$ cat src/sv/qrs_div_cell.sv
// One cell of the divider chain: one quotient bit per cycle, while en is high, for two
// numerators that share a divisor. No package items used.
`timescale 1ns / 1ps
`default_nettype none

module qrs_div_cell #(
    parameter int NMW = 33,
    parameter int DMW = 17,
    parameter int SBW = 5
) (
    input  wire logic           clk,
    input  wire logic           rst_n,
    input  wire logic           en,
    input  wire logic           in_vld,
    input  wire logic [NMW-1:0] in_num1,
    input  wire logic [NMW-1:0] in_num2,
    input  wire logic [DMW-1:0] in_rem1,
    input  wire logic [DMW-1:0] in_rem2,
    input  wire logic [DMW-1:0] in_den,
    input  wire logic [SBW-1:0] in_sb,
    output logic                out_vld,
    output logic [NMW-1:0]      out_num1,
    output logic [NMW-1:0]      out_num2,
    output logic [DMW-1:0]      out_rem1,
    output logic [DMW-1:0]      out_rem2,
    output logic [DMW-1:0]      out_den,
    output logic [SBW-1:0]      out_sb
);

    logic [DMW:0] cur1;
    logic [DMW:0] cur2;
    logic         ge1;
    logic         ge2;
    logic [DMW:0] diff1;
    logic [DMW:0] diff2;

    // Shift in the next numerator bit and trial-subtract the divisor
    always_comb
    begin
        cur1  = {in_rem1, in_num1[NMW-1]};
        cur2  = {in_rem2, in_num2[NMW-1]};
        ge1   = (cur1 >= {1'b0, in_den});
        ge2   = (cur2 >= {1'b0, in_den});
        diff1 = cur1 - {1'b0, in_den};
        diff2 = cur2 - {1'b0, in_den};
    end

    always_ff @(posedge clk or negedge rst_n)
    begin
        if (!rst_n)
        begin
            out_vld <= 1'b0;
        end
        else if (en)
        begin
            out_vld <= in_vld;
        end
    end

    // Quotient bits replace numerator bits as they shift out
    always_ff @(posedge clk)
    begin
        if (en)
        begin
            out_num1 <= {in_num1[NMW-2:0], ge1};
            out_num2 <= {in_num2[NMW-2:0], ge2};
            out_rem1 <= ge1 ? diff1[DMW-1:0] : cur1[DMW-1:0];
            out_rem2 <= ge2 ? diff2[DMW-1:0] : cur2[DMW-1:0];
            out_den  <= in_den;
            out_sb   <= in_sb;
        end
    end

endmodule

`default_nettype wire

$ cat config.mk
export PLATFORM = sky130hd
export DESIGN_NAME = qrs_div_cell
export DESIGN_NICKNAME = d
export VERILOG_FILES = /design/src/sv/qrs_div_cell.sv
export SDC_FILE = /design/constraint.sdc
export NUM_CORES = 1
export LEC_CHECK = 0
export ABC_AREA = 1
export BUFFER_PORTS_ARGS = -buffer_cell sky130_fd_sc_hd__clkbuf_2
export CORE_MARGIN = 4
export CORE_UTILIZATION = 35
export DETAILED_ROUTE_END_ITERATION = 7
export PLACE_DENSITY_LB_ADDON = 0.15
export SKIP_LAST_GASP = 1
export SLEW_MARGIN = 15
export SYNTH_ARGS = -nofsm -noshare
export SYNTH_HDL_FRONTEND = slang
export SYNTH_SLANG_ARGS = --single-unit
export TNS_END_PERCENT = 30
$ cat constraint.sdc
create_clock -name clk -period 1.3 [get_ports clk]
set_input_delay 0.13 -clock clk [delete_from_list [all_inputs] [get_ports clk]]
set_output_delay 0.13 -clock clk [all_outputs]
set_load 0.02 [all_outputs]
==> results of run 1 <==
==> critical path: stages <==
cell and delay (ns):
clkbuf_2 0.11, inv_4 0.06, ha_4 0.28, nand2_2 0.07, nor2_2 0.13, inv_2 0.07
nor4_4 0.27, nand2_8 0.15, buf_8 0.18, nand3_1 0.10, nand2_1 0.06
==> cell families after synthesis <==
logic type               Yosys count  share of synthesized area
AO/OA/AOI/OAI                     18                     0.0140
XOR/XNOR                          14                     0.0191
adder cells (fa/ha/maj)           36                     0.0725
buffers and inverters            121                     0.0762
flip-flops                       123                      0.575
multiplexers                       1                    0.00175
AND/OR/NAND/NOR                  367                      0.242
==> state kept, by name (all words and copies together) (netlist names) <==
register	cells
out_rem1	17
out_num1	33
out_num2	33
out_rem2	17
out_den	17
out_sb	5
out_vld	1
==> worst max path at each step <==
| stage | cells after the start | from | to | slack (ns) |
|---|---|---|---|---|
| floorplan | 15 | in_num1[32] | out_rem1[2] | -0.42 |
| global placement | 16 | in_num1[32] | out_rem1[12] | -0.63 |
| detailed placement | 15 | in_num1[32] | out_rem1[12] | -0.65 |
| CTS | 14 | in_den[16] | out_rem2[0] | -0.14 |
| global route | 14 | in_num1[32] | out_rem1[6] | -0.23 |
| finish | 11 | in_den[11] | out_rem1[16] | -0.14 |
==> repair_timing <==
action / in CTS / in global routing
setup buffers: 3 / 2
hold endpoints to repair: 88 / 0
gates cloned: 2 / 0
gates resized for setup: 32 / 78
pin swaps: 7 / 7
endpoints found under the setup margin: 36 / 36
hold buffers: 88 / 0
==> cells in the mapped netlist <==
cell      instances  share of area
or2_2             1        0.00098
and2_1            2         0.0019
buf_2             1        0.00078
dfrtp_1           1         0.0039
buf_4             2         0.0023
nand3_2           1         0.0016
fa_1              2         0.0062
nand3_1          45          0.035
inv_2             2         0.0012
nand4_1           3         0.0029
nor3_1            5         0.0039
ha_1             34          0.066
nor2_1           26          0.015
nand2_1         264           0.15
or2_1             1        0.00098
inv_1           113          0.066
a21oi_1          17          0.013
nor4_4            1         0.0033
buf_6             2         0.0035
mux2_2            1         0.0018
xor2_1           13          0.018
xnor2_1           1         0.0014
buf_8             1         0.0023
o21ai_0           1        0.00078
edfxtp_1        122           0.57
nor2_4            1         0.0018
and3_1            1        0.00098
nand2_2           6         0.0058
nor2_2            1        0.00098
nand3b_1          7         0.0082
nand2_4           2         0.0035
==> power by group <==
part           internal (uW)  switching, uW  total (uW)
combinational           1440           1910        3350
clock                   3470           1950        5420
sequential              4840            109        4940
==> cell type report <==
cell class	count	area (sq um)
Clock buffer	18	429
Fill cell	1588	7240
Sequential cell	123	3690
Clock inverter	14	233
Multi-Input combinational cell	438	2720
Timing Repair Buffer	431	2970
Inverter	115	457
Tap cell	229	287
==> metrics by stage <==
| stage | util | cells | power, uW | hold WS, ns | setup WS (ns) |
|---|---|---|---|---|---|
| finish | 0.598 | 1368 | 13700 | 0.0209 | -0.140 |
| global route | 0.598 | 1368 | 14400 | 0.00744 | -0.227 |
| CTS | 0.578 | 1366 | 13700 | 0.00417 | -0.142 |
| detailed placement | 0.480 | 1241 | 7890 | -0.0940 | -0.652 |
| global placement | 0.480 | 1241 | 7850 | -0.0949 | -0.625 |
| floorplan | - | 680 | 6570 | -0.166 | -0.420 |
==> metal layers <==
layer  vias up  GRT usage  routed length (um)
met5         -          0                  12
met4         2     0.0882                 630
met3        29     0.0519                1640
met2       226      0.357               10600
met1      2761      0.236                8650
li1       3097          -                   -
==> flow_metrics.env, run 1 <==
export IMPL_dr_total_vias=6115
export IMPL_start_util=0.356
export IMPL_synth_avg_cell_area_sq_um=9.44
export IMPL_netlist_instances=680
export IMPL_powerDensity_nw_per_um2=1270
export IMPL_wire_per_inst_um=15.7
export IMPL_place_area_sq_um=8660
export IMPL_drtAntennaViolNets=0
export IMPL_areaGrowthSynthToFinish_pct=68.0
export IMPL_grt_pass1_wl_mm=32.0
export IMPL_nets=1288
export IMPL_cts_tree="built"
export IMPL_yosys_warnings=0
export IMPL_cts_sinks=123
export IMPL_crit_arrival_ns=1.61
export IMPL_post_route_drc_count=0
export IMPL_status="finished with violations"
export IMPL_die_w_um=143
export IMPL_drt_total_wl_mm=21.5
export IMPL_r2r_setup_slack_ns=0.53
export IMPL_r2r_cells=1
export IMPL_fin_worst_skew_ns=0
export IMPL_detail_route_first_pass_iterations=5
export IMPL_relSlewSlack=0.752
export IMPL_dieArea_sq_um=20600
export IMPL_setup_ws_ns=-0.140
export IMPL_clock_latency_ns=0.41
export IMPL_synth_cell_area_sq_um=6420
export IMPL_hold_class="input pin to async pin"
export IMPL_antenna_found_initial=1
export IMPL_path_max_fanout=12
export IMPL_r2r_start="out_vld"
export IMPL_htree_levels=4
export IMPL_clk_pin_slew_ns=0.07
export IMPL_grt_pass1_vias=6059
export IMPL_drive_gt1_frac=0.421
export IMPL_grt_max_degree=36
export IMPL_end_kind="flop"
export IMPL_p_leak_uw=0.00534
export IMPL_via_per_inst=4.47
export IMPL_report_final_setup_viol=34
export IMPL_grt_usage=0.204
export IMPL_fin_area_sq_um=10800
export IMPL_fmax_mhz=694
export IMPL_cts_root_buf="clkbuf_16"
export IMPL_yosysSeqAreaShare=0.575
export IMPL_fp_dieH_um=143
export IMPL_crit_type="input pin to flop"
export IMPL_grt_overflow_total=0
export IMPL_cp_required_ns=1.47
export IMPL_violations="negative setup slack"
export IMPL_reg2reg_to="out_vld"
export IMPL_cts_buffers=17
export IMPL_antennaDiodeCount=0
export IMPL_synth_seq_cells=123
export IMPL_hpwl_mm=16.1
export IMPL_pin_count=249
export IMPL_max_cap_viol_count=0
export IMPL_startpoint_type="input pin"
export IMPL_row_count=49
export IMPL_syn_num_nets=842
export IMPL_slew_viol_final=0
export IMPL_hold_violations=0
export IMPL_numPortBuffers=248
export IMPL_place_gp_congestion=0.849
export IMPL_rsz0062_at_grt="yes"
export IMPL_clockBufferDepth=2
export IMPL_core_area_sq_um=18000
export IMPL_tightest_slew_ns=0.369
export IMPL_drtIter0Drc=196
export IMPL_final_common_cell="clkbuf_2"
export IMPL_final_cell_mix="clkbuf_2, nand2_1, edfxtp_1"
export IMPL_yosysUniqueCellTypes=31
export IMPL_period_share=1.11
export IMPL_ir_drop_uv=863
export IMPL_tns_ns=-2.40
export IMPL_period_needed_ns=1.44
No activity file was read; power rests on OpenSTA's default activity.
==> run 2: changes to the inputs <==
- ABC_AREA: 1 -> default
==> run 2 against run 1 <==
- the flow finishes with violations (negative hold slack, negative setup slack)
- largest power group unchanged
- final cell count fell by 17%
- clock skew did not move
- flip-flop and latch count did not move
- global-route usage barely moved
- fmax fell by 25%
- worst setup slack got worse by 0.49 ns
- wire length fell by 6.7%
- synthesized cell count fell by 35%
==> flow_metrics.env, run 2 <==
export IMPL_max_cap_viol_count=0
export IMPL_slew_viol_final=0
export IMPL_status="finished with violations"
export IMPL_r2r_cells=1
export IMPL_r2r_start="out_vld"
export IMPL_die_w_um=139
export IMPL_r2r_setup_slack_ns=0.56
export IMPL_final_util=0.610
export IMPL_dieArea_sq_um=19200
export IMPL_grt_overflow_total=0
export IMPL_grt_pass1_vias=5613
export IMPL_synth_fa_ha_area_frac=0.0779
export IMPL_clock_latency_ns=0.41
export IMPL_cts_tree="built"
export IMPL_hpwl_mm=14.9
export IMPL_dr_total_vias=5365
export IMPL_yosys_area_share_simple=0.0779
export IMPL_grt_pass1_wl_mm=30.9
export IMPL_row_count=47
export IMPL_antennaDiodeCount=0
export IMPL_dp_cells=1010
export IMPL_crit_arrival_ns=2.10
export IMPL_path_max_fanout=3
export IMPL_numPortBuffers=248
export IMPL_largest_registers="out_num1 x33, out_num2 x33"
export IMPL_htree_levels=4
export IMPL_fin_worst_skew_ns=0
export IMPL_hold_class="input pin to flop"
export IMPL_fin_total_pwr_uw=13500
export IMPL_cp_required_ns=1.47
export IMPL_violations="negative hold slack, negative setup slack"
export IMPL_final_common_cell="clkbuf_2"
export IMPL_clockBufferDepth=2
export IMPL_cts_hold_buf=84
export IMPL_tightest_slew_ns=0.399
export IMPL_min_from="in_den[0]"
export IMPL_core_area_sq_um=16600
export IMPL_detail_route_first_pass_iterations=4
export IMPL_cts_sinks=123
export IMPL_period_share=1.48
export IMPL_synth_top_family_by_area="compound AO/OA/AOI/OAI gates"
export IMPL_whs_ns=-0.0359
export IMPL_clk_pin_slew_ns=0.06
export IMPL_muxShareOfSynthArea=0.0440
export IMPL_yosysTopAreaCell="edfxtp_1"
export IMPL_cts_buffers=17
export IMPL_startpoint_type="input pin"
export IMPL_hold_depth=1
export IMPL_relSlewSlack=0.727
export IMPL_grt_max_degree=45
export IMPL_report_final_setup_viol=36
export IMPL_yosysSeqAreaShare=0.618
export IMPL_areaGrowthSynthToFinish_pct=69.8
export IMPL_instances_no_fill=1133
export IMPL_end_kind="flop"
export IMPL_crit_type="input pin to flop"
export IMPL_via_per_inst=4.74
export IMPL_period_needed_ns=1.93
export IMPL_synth_xor_area_frac=0.0279
export IMPL_wire_per_inst_um=17.7
export IMPL_ir_drop_uv=871
export IMPL_synth_top_cell_area_share=0.613
export IMPL_netlist_instances=440
export IMPL_grt_usage=0.204
export IMPL_rsz0062_at_grt="yes"
export IMPL_start_util=0.359
export IMPL_synth_compound_area_share=0.127
export IMPL_setup_ws_ns=-0.630
export IMPL_yosysUniqueCellTypes=60
export IMPL_place_gp_congestion=0.862
export IMPL_hold_violations=1
export IMPL_synth_cell_area_sq_um=5970
export IMPL_yosys_warnings=0
export IMPL_fmax_mhz=518
export IMPL_cts_root_buf="clkbuf_16"
export IMPL_synth_seq_cells=123
export IMPL_min_to="out_den[0]"
export IMPL_p_leak_uw=0.00460
export IMPL_drtAntennaViolNets=0
export IMPL_final_cell_mix="clkbuf_2, edfxtp_1, buf_4"
export IMPL_pin_count=249
export IMPL_drt_total_wl_mm=20.1
export IMPL_drive_gt1_frac=0.506
export IMPL_yosysMostFrequentCell="edfxtp_1"
export IMPL_async_flop_share=0.00813
export IMPL_reg2reg_to="out_vld"
export IMPL_nets=1062
export IMPL_num_fill_cells=1341
export IMPL_synth_avg_cell_area_sq_um=13.6
export IMPL_synth_ff_type="edfxtp_1"
export IMPL_fp_dieH_um=139
export IMPL_synth_common_cells="edfxtp_1, ha_1, nand2_1"
export IMPL_antenna_found_initial=1
export IMPL_synthTopCellsByArea="edfxtp_1, ha_1, mux2_2"
export IMPL_synth_edff_count=122
export IMPL_syn_num_nets=602
export IMPL_post_route_drc_count=0
export IMPL_powerDensity_nw_per_um2=1330
export IMPL_drtIter0Drc=209
run 2: cell types whose count changed in the layout (fill, tap and decap cells not counted), sizes merged, moves of 13 or more:
cell	before	now
inv	122	32
mux2	1	22
a21o	0	15
o21ai	1	19
nor2	28	15
buf	97	120
nand2	274	34
nand3	46	14
xnor2	1	15
run 2: metrics by stage:
| stage | area (sq um) | TNS (ns) | hold WS [ns] | setup slack, ns |
|---|---|---|---|---|
| final | 10100 | -19.47 | -0.0359 | -0.630 |
| after global routing | 10100 | -22.24 | -0.0518 | -0.725 |
| after CTS | 9970 | -20.11 | -0.0488 | -0.635 |
| after detailed placement | 8400 | -38.77 | -0.0935 | -1.19 |
| after global placement | 8400 | -36.84 | -0.0948 | -1.16 |
| after floorplan | 6050 | -27.96 | -0.166 | -0.923 |
run 2: worst max path at each step:
stage	startpoint	endpoint	slack (ns)	depth (start not counted)
global placement	in_num1[32]	out_rem1[14]	-1.16	12
detailed placement	in_num1[32]	out_rem1[14]	-1.19	12
floorplan	in_num2[32]	out_rem2[12]	-0.92	11
global route	in_num1[32]	out_rem1[16]	-0.73	12
finish	in_num1[32]	out_rem1[16]	-0.63	12
CTS	in_num2[32]	out_rem2[12]	-0.64	12
run 2: timing repair:
item / CTS / global route
endpoints found under the setup margin: 36 / 36
gates cloned: 1 / 1
resized for setup: 15 / 32
buffers inserted: 4 / 2
pin swaps: 2 / 4
hold endpoints to repair: 85 / 1
run 2: critical path, stage by stage:
cell       delay, ns
clkbuf_16       0.13
inv_12          0.04
ha_4            0.12
inv_2           0.03
fa_2            0.34
a21oi_2         0.15
o211ai_1        0.16
a221oi_2        0.30
buf_4           0.18
a31oi_4         0.09
xor2_1          0.15
mux2_4          0.26
run 2: per-layer routing:
metal	GRT usage	up-vias	routed length, um
li1	-	2612	-
met1	0.237	2516	8130
met2	0.369	207	10300
met3	0.0579	28	1270
met4	0.0597	2	402
met5	0	-	8
run 2: area by class of cell:
type                    count  area, sq um  area share
clock buffers              18          429      0.0423
clock inverters            14          210      0.0207
inverters                  26          135      0.0133
multi-input cells         280         2300       0.227
flip-flops and latches    123         3690       0.364
well taps                 220          275      0.0271
repair buffers            451         3090       0.305
repair inverters            1         11.3     0.00111
run 2: cells by family (layout without fill, tap and decap cells):
family | count (synthesis) | in the layout
DFF | 123 | 123
AOI/OAI and AO/OA | 109 | 109
and+or+nand+nor | 94 | 94
buffers and inverters | 37 | 510
adders and majority gates | 36 | 36
muxes | 22 | 22
xor gates and xnor gates | 19 | 19
run 2: power by group:
| group | internal [uW] | total (uW) | switching, uW |
|---|---|---|---|
| combinational | 1600 | 3370 | 1770 |
| sequential | 4860 | 4970 | 117 |
| clock | 3260 | 5150 | 1890 |
