[src/sv/qrs_sqrt_cell.sv]
// One cell of the square-root chain: resolves one root bit per cycle while en is high.
// Uses no package items; instantiated in a row by the top level.
`timescale 1ns / 1ps
`default_nettype none

module qrs_sqrt_cell #(
    parameter int SW  = 33,
    parameter int SBW = 8
) (
    input  wire logic           clk,
    input  wire logic           rst_n,
    input  wire logic           en,
    input  wire logic           in_vld,
    input  wire logic [2*SW-1:0] in_rad,
    input  wire logic [SW-1:0]  in_root,
    input  wire logic [SW:0]    in_rem,
    input  wire logic [SBW-1:0] in_sb,
    output logic                out_vld,
    output logic [2*SW-1:0]     out_rad,
    output logic [SW-1:0]       out_root,
    output logic [SW:0]         out_rem,
    output logic [SBW-1:0]      out_sb
);

    logic [SW+2:0] cur;
    logic [SW+2:0] trial;
    logic          ge;
    logic [SW+2:0] diff;

    // Bring down the next two radicand bits and try the next root bit
    always_comb
    begin
        cur   = {in_rem, in_rad[2*SW-1:2*SW-2]};
        trial = {1'b0, in_root, 2'b01};
        ge    = (cur >= trial);
        diff  = cur - trial;
    end

    always_ff @(posedge clk or negedge rst_n)
    begin
        if (!rst_n)
        begin
            out_vld <= 1'b0;
        end
        else if (en)
        begin
            out_vld <= in_vld;
        end
    end

    // Advance the partial root, remainder and the rest of the radicand
    always_ff @(posedge clk)
    begin
        if (en)
        begin
            out_rad  <= {in_rad[2*SW-3:0], 2'b00};
            out_root <= {in_root[SW-2:0], ge};
            out_rem  <= ge ? diff[SW:0] : cur[SW:0];
            out_sb   <= in_sb;
        end
    end

endmodule

`default_nettype wire

[config.mk]
export PLATFORM = sky130hd
export DESIGN_NAME = qrs_sqrt_cell
export DESIGN_NICKNAME = d
export VERILOG_FILES = /design/src/sv/qrs_sqrt_cell.sv
export SDC_FILE = /design/constraint.sdc
export NUM_CORES = 1
export LEC_CHECK = 0
export BUFFER_PORTS_ARGS = -buffer_cell sky130_fd_sc_hd__buf_4
export CORE_ASPECT_RATIO = 1.5
export CORE_MARGIN = 1.5
export CORE_UTILIZATION = 35
export DETAILED_ROUTE_END_ITERATION = 8
export GPL_TIMING_DRIVEN = 0
export HOLD_SLACK_MARGIN = 0.05
export SETUP_SLACK_MARGIN = 0.05
export SLEW_MARGIN = 10
export SYNTH_ARGS = -nofsm -noshare
export SYNTH_HDL_FRONTEND = slang
export SYNTH_SLANG_ARGS = --single-unit
[constraint.sdc]
create_clock -name clk -period 0.8 [get_ports clk]
set_input_delay 0.12 -clock clk [delete_from_list [all_inputs] [get_ports clk]]
set_output_delay 0.12 -clock clk [all_outputs]
set_load 0.02 [all_outputs]
==> results.md, run 1 <==
- Max Transition Viols Final: 0
- Overall die width: 116 um
- Max Buffers Root-to-Sink: 2
- Endpoint required time on the critical path: 0.99 ns
- Path category of the worst min-delay check: input port to flip-flop
- Number of endpoints with negative hold slack in the final report: 1
- Area share of the leading cell type in the synthesized netlist: 0.626
- CP Capture Type: flip-flop
- Largest area contributor in the netlist: sky130_fd_sc_hd__edfxtp_1
- Number of distinct library cells after synthesis: 60
- Crit path from: in_root[15]
- Worst slack, placed: -2.17 ns
- Post-route cell area: 0.0127 mm^2
- Clock tree from TritonCTS: done
- CTS Root Buffer Type: sky130_fd_sc_hd__clkbuf_16
- Critical R2R Capture: out_vld
- Crit path kind: input port to flip-flop
- Worst slack on hold paths: -0.0118 ns
- Clk Latency, worst-skew pair: 0.43 ns
- Post-detailed-placement cell area: 0.00937 mm^2
- H-tree depth: 4
- Met3 wirelength from detailed routing: 1.92 mm
- Uppermost layer routed: met4
- Critical path startpoint category: input port
- Routability congestion estimate from global placement: 0.901
- Die ar.: 0.0199 mm^2
- Critical path arrival: 2.34 ns
- Minimum clock period after layout: 2.15 ns
- Final critical-path setup slack: -1.35 ns
- DRT Pass-1 Iters: 5
- Number of placed instances with taps included: 1066
- Failing checks: negative hold slack, negative setup slack
- Wire length after detailed routing: 24.6 mm
- Top post-synthesis cells by area: sky130_fd_sc_hd__edfxtp_1 63%, sky130_fd_sc_hd__ha_1 6.6%, sky130_fd_sc_hd__inv_1 2.6%, sky130_fd_sc_hd__nand2_1 2.6%, sky130_fd_sc_hd__o21ai_0 2.4%
- Post-detailed-route wirelength per cell: 19.5 um
- Count of buffers inserted at the top-level ports: 284
- Post-DP HPWL: 15.7 mm
- Worst IR Drop VDD: 1420 uV
- Number of DRC violations after detailed routing: 0
- Wire length of the first global-routing pass: 35.3 mm
- Filler-free cell count of the finished design: 1261
- Number of global-route vias before repair: 6625
- Post-CTS Hold Fix Bufs: 133
- Top fanout value on the critical path: 6
- Fin util: 0.684
- Largest net degree at the start of global routing: 58
- Worst-case register-to-register setup slack: 0.02 ns
- Setup repair after global routing missed its margin: yes
- Number of cells traversed by the worst register-to-register path: 1
- Iter 0 DRT Violations: 279
- Ys Warns: 0
- Sequential-to-total area share from yosys stat: 0.630
- Most common cell in the netlist: sky130_fd_sc_hd__edfxtp_1
- Setup-failing EPs final: 175
- Area inside the core boundary: 0.0186 mm^2
- TritonCTS Buffers: 17
- Area grow syn2layout: 91.2%
- Final cycle utilization of the critical path: 2.69
- Ranking of synthesized cells by instance count: 139 x sky130_fd_sc_hd__edfxtp_1, 47 x sky130_fd_sc_hd__inv_1, 47 x sky130_fd_sc_hd__nand2_1, 35 x sky130_fd_sc_hd__ha_1, 32 x sky130_fd_sc_hd__o21ai_0
- Async S/R FF share, synth: 0.00714
- Flip-flop and latch count after synthesis: 140
- I/O pin count: 287
- M1 WL: 8.76 mm
- Antenna Cells: 0
- Via Count: 6218
- Crit path capture: out_rem[31]
- Number of nets in the layout: 1177
- Clock slew at the register clock pins of the worst setup and hold paths: 0.06 ns
- # Max-Cap Violations: 0
- Largest clock skew in the final design: 0 ns
- Synthesized area divided by synthesized cell count: 12.6 um^2
- Number of enable-type register cells in the synthesized netlist: 139
- Outcome: complete, but fails checks
- DIE HEIGHT: 172 um
- Primary FF master, synth: sky130_fd_sc_hd__edfxtp_1
- Total GRT Usage: 0.242
- Gate count of the mapped netlist: 528
- Max Freq: 0.465 GHz
- Clock sink count: 140
- Via-per-instance ratio: 4.93
- Total number of placement rows: 61
- Cell area after synthesis: 0.00666 mm^2
- Pleak: 5.43 nW
- Fraction of final layout cells sized beyond drive strength 1: 0.460
- Sum of met2 wire segment lengths after detailed routing: 13.3 mm
- Launching point of the worst reg2reg path: out_vld
- Starting Density: 0.358
- Power density over the cells: 1930 mW/mm^2
- Detail Route Antenna Nets: 0
- Final global-route overflow total: 0
- Initial antenna violation count: 0
-- logic make-up after synthesis --
group,count (synthesis),synth area share
AOI/OAI and AO/OA,141,0.142
DFF,140,0.630
and+or+nand+nor,124,0.0909
buffers and inverters,64,0.0394
adders and majority gates,35,0.0657
xor gates and xnor gates,20,0.0263
muxes,3,0.00488
other,1,0.000563
-- final cells by class --
type                    count  area, um^2
fillers                  1405        5880
multi-input cells         325        2820
clock buffers              18         429
clock inverters            13         150
flip-flops and latches    140        4200
plain buffers               9         119
well taps                 252         315
repair buffers            456        4500
inverters                  48         210
-- metal layers --
metal / up-vias / GRT usage
met1: 3013 / 0.241
met2: 261 / 0.450
met4: 0 / 0.0986
met3: 38 / 0.0859
met5: - / 0
li1: 2906 / -
-- power breakdown --
part           switching, mW  internal (mW)
sequential             0.362           8.97
combinational           3.45           3.79
clock                   3.16           4.84
total                   6.98           17.6
-- flip-flops by register name (all words and copies together), names as in the netlist --
register	cells
out_root	33
out_sb	8
out_vld	1
out_rem	34
out_rad	64
-- cells in the final DEF, fill, tap and decap left out, drive strengths merged, types with 5 or more instances in the layout --
cell type    netlist  final
a21oi             29     29
buf                7    329
xnor2             13     13
clkbuf             9     21
edfxtp           139    139
clkinv             0      6
ha                35     35
dlygate4sd3        0    133
nor2              21     21
o211ai             5      5
nand2b             6      6
o21ai             36     36
a21o              18     18
inv               48     49
and3               8      8
o31ai              9      9
nand4              7      7
xor2               7      7
nand3              5      5
o21bai             9      9
nor3              12     12
o21a               8      8
nand2             47     47
-- critical path, stage by stage --
cell and delay [ns]:
sky130_fd_sc_hd__buf_8 0.09, sky130_fd_sc_hd__inv_8 0.03, sky130_fd_sc_hd__ha_4 0.27, sky130_fd_sc_hd__and3_4 0.19, sky130_fd_sc_hd__nand2_2 0.06, sky130_fd_sc_hd__or3_4 0.42, sky130_fd_sc_hd__o211ai_1 0.20, sky130_fd_sc_hd__nor3_1 0.06
sky130_fd_sc_hd__a22o_2 0.30, sky130_fd_sc_hd__buf_8 0.17, sky130_fd_sc_hd__buf_6 0.12, sky130_fd_sc_hd__and2_4 0.14, sky130_fd_sc_hd__a31o_1 0.17
-- metrics by stage --
| stage | total power, mW | TNS (ns) |
|---|---|---|
| after global placement | 14.4 | -213.68 |
| final | 24.6 | -82.98 |
| after detailed placement | 14.5 | -125.03 |
| after global routing | 25.5 | -89.46 |
| after CTS | 24.2 | -85.01 |
| after floorplan | 12.1 | -50.14 |
-- timing repair --
item | in CTS | in global routing
pin swaps | 32 | 25
endpoints found under the hold margin | 136 | 4
gates resized for setup | 216 | 97
buffers inserted | 27 | 6
setup endpoints to repair | 260 | 218
gates cloned | 5 | 1
-- how the worst min path moves through the flow --
stage,startpoint,to,slack (ns),cells after the start
CTS,in_rem[14],out_rem[16],-0.03,2
global placement,rst_n,out_vld,-0.10,1
detailed placement,rst_n,out_vld,-0.10,1
floorplan,rst_n,out_vld,-0.18,0
global route,in_rem[20],out_rem[22],-0.02,3
finish,in_rem[20],out_rem[22],-0.01,3
Note: power is estimated with default switching activity, not from simulation.
==> run 2, diff against run 1 <==
Settings changed: CORE_MARGIN 1.5 to 2.
==> results.md, run 2 (synthesis results as in run 1) <==
- Outcome: complete, but fails checks
- Failing checks: negative setup slack
- Wire length of the first global-routing pass: 35.6 mm
- Final global-route overflow total: 0
- Power density over the cells: 1960 mW/mm^2
- Setup-failing EPs final: 176
- Clock tree from TritonCTS: done
- Initial antenna violation count: 0
- Endpoint required time on the critical path: 0.99 ns
- Most flop-heavy register: out_rad
- Via Count: 6237
- Post-route cell area: 0.0130 mm^2
- Total number of placement rows: 61
- Largest net degree at the start of global routing: 75
- I/O pin count: 287
- CTS Root Buffer Type: sky130_fd_sc_hd__clkbuf_16
- Leading cell type in the layout, fill and taps excluded: sky130_fd_sc_hd__buf_4
- Final critical-path setup slack: -1.35 ns
- Iter 0 DRT Violations: 324
- Antenna Cells: 0
- Number of endpoints with negative hold slack in the final report: 0
- Routability congestion estimate from global placement: 0.910
- Final cycle utilization of the critical path: 2.68
- Top fanout value on the critical path: 4
- Clock slew at the register clock pins of the worst setup and hold paths: 0.06 ns
- Total GRT Usage: 0.237
- Wire length after detailed routing: 24.6 mm
- Tot Pwr: 25.4 mW
- CP Capture Type: flip-flop
- Count of buffers inserted at the top-level ports: 284
- Pleak: 5.54 nW
- # Max-Cap Violations: 0
- Path category of the worst min-delay check: input port to flip-flop
- Max reg flops: 64
- Fraction of final layout cells sized beyond drive strength 1: 0.481
- Clock sink count: 140
- GR Layer Usage met1: 0.237
- Number of DRC violations after detailed routing: 0
- Critical path startpoint category: input port
- Starting Density: 0.358
- Global-route met2 utilization: 0.436
- Minimum clock period after layout: 2.15 ns
- Crit path kind: input port to flip-flop
- Overall die width: 117 um
- Detail Route Antenna Nets: 0
- Min-delay src: in_rem[14]
- Global route hottest layer: met2
- Largest clock skew in the final design: 0 ns
- Critical R2R Capture: out_vld
- Max Freq: 0.466 GHz
- Post-detailed-route wirelength per cell: 19.3 um
- Launching point of the worst reg2reg path: out_vld
- Post-detailed-placement cell area: 0.00937 mm^2
- Max Buffers Root-to-Sink: 2
- DRT Pass-1 Iters: 4
- Die ar.: 0.0202 mm^2
- Worst IR Drop VDD: 1110 uV
- Final-layout fill cell count: 1350
- H-tree depth: 4
- Global routing usage on met3: 0.0810
- Post-DP HPWL: 15.8 mm
- Number of cells traversed by the worst register-to-register path: 2
- Area grow syn2layout: 94.6%
- Hold path cells: 2
- Area inside the core boundary: 0.0186 mm^2
- Hold Path Sink: out_rem[16]
- TritonCTS Buffers: 17
- Crit path from: in_rad[65]
- Clk Latency, worst-skew pair: 0.43 ns
- Worst-case register-to-register setup slack: -0.09 ns
- Number of global-route vias before repair: 6590
- Critical path arrival: 2.33 ns
- Number of nets in the layout: 1186
- Via-per-instance ratio: 4.91
- Setup repair after global routing missed its margin: yes
- Largest regs: out_rad (64), out_rem (34), out_root (33)
- DIE HEIGHT: 173 um
- Max Transition Viols Final: 0
- Commonest non-fill, non-tap cells in the layout: 162 x sky130_fd_sc_hd__buf_4, 158 x sky130_fd_sc_hd__buf_6, 139 x sky130_fd_sc_hd__edfxtp_1
-- run 2: repair_timing --
action,in CTS,in global routing
hold buffers,134,1
endpoints found under the hold margin,137,3
pin swaps,44,29
setup buffers,30,9
resized for setup,264,69
setup endpoints to repair,243,210
gates cloned,4,1
-- run 2: power breakdown --
part / switching, mW / total, mW / internal [mW]
Sequential: 0.363 / 9.33 / 8.97
Combinational: 3.50 / 7.40 / 3.90
Clock: 3.35 / 8.62 / 5.27
-- run 2: layout make-up --
cell class | instances | area (um^2) | share of cell area
clock buffer | 17 | 425 | 0.0328
multi-input combinational | 325 | 2870 | 0.222
buffer | 10 | 158 | 0.0122
timing repair buffer | 464 | 4580 | 0.353
sequential | 140 | 4200 | 0.324
clock inverter | 15 | 214 | 0.0165
inverter | 48 | 205 | 0.0158
tap | 252 | 315 | 0.0243
-- run 2: worst max-delay path, cell delays in order --
cell and delay [ns]:
sky130_fd_sc_hd__buf_4 0.12, sky130_fd_sc_hd__inv_1 0.11, sky130_fd_sc_hd__ha_4 0.17, sky130_fd_sc_hd__nor2b_4 0.04, sky130_fd_sc_hd__o211ai_1 0.28, sky130_fd_sc_hd__a31o_2 0.26, sky130_fd_sc_hd__a21oi_4 0.08, sky130_fd_sc_hd__buf_6 0.13
sky130_fd_sc_hd__o21a_1 0.18, sky130_fd_sc_hd__o2111a_1 0.24, sky130_fd_sc_hd__or3_1 0.32, sky130_fd_sc_hd__a32o_2 0.26
-- run 2: worst max-delay path by stage --
stage,depth (start not counted),endpoint
global placement,11,out_rem[31]
finish,12,out_rem[30]
global route,12,out_rem[29]
detailed placement,11,out_rem[29]
floorplan,13,out_rem[29]
CTS,12,out_rem[30]
-- run 2: through the flow --
stage | utilization | worst slack [ns] | hold WS, ns | std cells | setup TNS, ns
CTS | 0.677 | -1.37 | -0.0352 | 1260 | -85.34
global route | 0.696 | -1.40 | -0.00206 | 1271 | -91.36
floorplan | - | -1.51 | -0.176 | 529 | -50.14
finish | 0.696 | -1.35 | 0.00599 | 1271 | -83.73
global placement | 0.501 | -2.17 | -0.105 | 1065 | -212.88
detailed placement | 0.503 | -2.17 | -0.0975 | 1066 | -128.23
-- run 2: layer usage --
| layer | up-vias | wire (um) |
|---|---|---|
| li1 | 2930 | - |
| met1 | 2975 | 8360 |
| met2 | 279 | 13100 |
| met3 | 53 | 2190 |
| met4 | 0 | 877 |
| met5 | - | 0 |
==> run 3, diff against run 2 <==
Settings changed: CORE_ASPECT_RATIO 1.5 to 0.5, CORE_UTILIZATION 35 to 43, PLACE_DENSITY set to 0.76.
==> results.md, run 3 (synthesis results as in run 1) <==
- Top fanout value on the critical path: 10
- DIE HEIGHT: 92.0 um
- Clock slew at the register clock pins of the worst setup and hold paths: 0.06 ns
- CTS Root Buffer Type: sky130_fd_sc_hd__clkbuf_16
- Library cell contributing the largest single delay on the critical path: sky130_fd_sc_hd__ha_1
- Clock tree from TritonCTS: done
- Die ar.: 0.0166 mm^2
- Crit-path cells: buf_4, inv_1, ha_1, nand4_1, nor2_2, nand4_1, o211ai_1, nor3_1, a22o_4, buf_4, clkbuf_8, o31ai_2
- Count of buffers inserted at the top-level ports: 284
- Number of DRC violations after detailed routing: 0
- Buffers and inverters on the worst path: 4
- Endpoint required time on the critical path: 1.03 ns
- Crit path max-delay family: compound AO/OA/AOI/OAI gates
- Starting Density: 0.436
- Outcome: complete, but fails checks
- Maximum cell stage delay along the critical path: 0.45 ns
- Max Buffers Root-to-Sink: 2
- Fin util: 0.828
- Minimum clock period after layout: 2.32 ns
- Power density over the cells: 1980 mW/mm^2
- Via-per-instance ratio: 5.75
- Wire length after detailed routing: 28.1 mm
- Clock sink count: 140
- Total number of placement rows: 32
- Via Count: 6989
- Path category of the worst min-delay check: input port to flip-flop
- H-tree depth: 4
- Final critical-path setup slack: -1.52 ns
- Final cycle utilization of the critical path: 2.90
- Setup-failing EPs final: 175
- Detail Route Antenna Nets: 0
- Post-DP HPWL: 13.4 mm
- Area grow syn2layout: 90.1%
- Routability congestion estimate from global placement: 0.859
- Tot Pwr: 25.1 mW
- Largest clock skew in the final design: 0 ns
- Number of endpoints with negative hold slack in the final report: 0
- DRT Pass-1 Iters: 6
- Overall die width: 180 um
- Antenna Cells: 0
- Iter 0 DRT Violations: 991
- Setup Total Neg Slack: -89.86 ns
- Critical path arrival: 2.56 ns
- Total GRT Usage: 0.309
- Wire length of the first global-routing pass: 39.3 mm
- Largest regs: out_rad (64), out_rem (34), out_root (33)
- Number of placed instances with taps included: 1018
- TritonCTS Buffers: 17
- Filler-free cell count of the finished design: 1216
- Clk Latency, worst-skew pair: 0.41 ns
- Post-detailed-placement cell area: 0.00931 mm^2
- Pleak: 5.44 nW
- Setup repair after global routing missed its margin: yes
- Crit path kind: input port to flip-flop
- Leading cell type in the layout, fill and taps excluded: sky130_fd_sc_hd__buf_4
- Failing checks: negative setup slack
- Fraction of final layout cells sized beyond drive strength 1: 0.488
- Post-detailed-route wirelength per cell: 23.1 um
- CP Capture Type: flip-flop
- Max Transition Viols Final: 0
- Max reg flops: 64
- Worst IR Drop VDD: 1700 uV
- Number of nets in the layout: 1179
- Post-route cell area: 0.0127 mm^2
- # Max-Cap Violations: 0
- Most flop-heavy register: out_rad
- Critical path startpoint category: input port
- Area inside the core boundary: 0.0153 mm^2
- Max Freq: 0.431 GHz
- Commonest non-fill, non-tap cells in the layout: 179 x sky130_fd_sc_hd__buf_4, 149 x sky130_fd_sc_hd__buf_6, 139 x sky130_fd_sc_hd__edfxtp_1
- Number of global-route vias before repair: 7006
- Largest net degree at the start of global routing: 49
- Initial antenna violation count: 0
- I/O pin count: 287
- Final global-route overflow total: 0
## run 3: cell types whose count changed in the layout (fill, tap and decap cells not counted), sizes merged
cell / change
dlygate4sd3: -14
buf: +9
inv: +6
clkinv: -4
bufinv: -3
bufbuf: -1
## run 3: metrics by stage
step / setup WS, ns / hold slack [ns]
after global placement: -1.92 / -0.105
after detailed placement: -1.92 / -0.101
after global routing: -1.55 / 0.00526
after floorplan: -1.51 / -0.176
after CTS: -1.29 / -0.0430
final: -1.52 / 0.00314
## run 3: path summary, 6_finish.rpt
kind                             start     endpoint  slack, ns  depth (start not counted)
max reg2reg                    out_vld      out_vld       0.01                          1
max in group asynchronous        rst_n      out_vld       0.14                          3
min                         in_rem[24]  out_rem[26]      0.003                          3
min in group asynchronous        rst_n      out_vld       0.55                          3
min reg2reg                    out_vld      out_vld       0.55                          1
max                        in_root[26]  out_rem[32]      -1.52                         12
## run 3: what timing repair did
action | CTS | global route
pin swaps | 50 | 13
hold endpoints to repair | 136 | 15
resized for setup | 247 | 66
gates cloned | 5 | 1
hold buffers | 120 | 1
setup endpoints to repair | 270 | 176
buffers inserted | 41 | 6
## run 3: final cells by class
cell class              instances  area, um^2
inverters                      48         200
plain buffers                   8         123
flip-flops and latches        140        4200
clock buffers                  18         429
clock inverters                14         151
fillers                       708        2630
repair buffers                459        4470
well taps                     204         255
multi-input cells             325        2840
## run 3: metal layers
| metal | part of all wire | vias to the layer above | track usage |
|---|---|---|---|
| li1 | - | 2919 | - |
| met1 | 0.37 | 3389 | 0.350 |
| met2 | 0.50 | 523 | 0.564 |
| met3 | 0.080 | 158 | 0.0647 |
| met4 | 0.055 | 0 | 0.147 |
| met5 | 0 | - | 0 |
## run 3: worst min-delay path: stages
cell and delay [ns]:
sky130_fd_sc_hd__buf_4 0.08, sky130_fd_sc_hd__nand2_1 0.05, sky130_fd_sc_hd__o31ai_2 0.06
## run 3: where the power goes
| group | total, mW | switching, mW | internal (mW) |
|---|---|---|---|
| Clock | 8.06 | 3.63 | 4.43 |
| Combinational | 7.63 | 3.78 | 3.85 |
| Sequential | 9.37 | 0.397 | 8.97 |
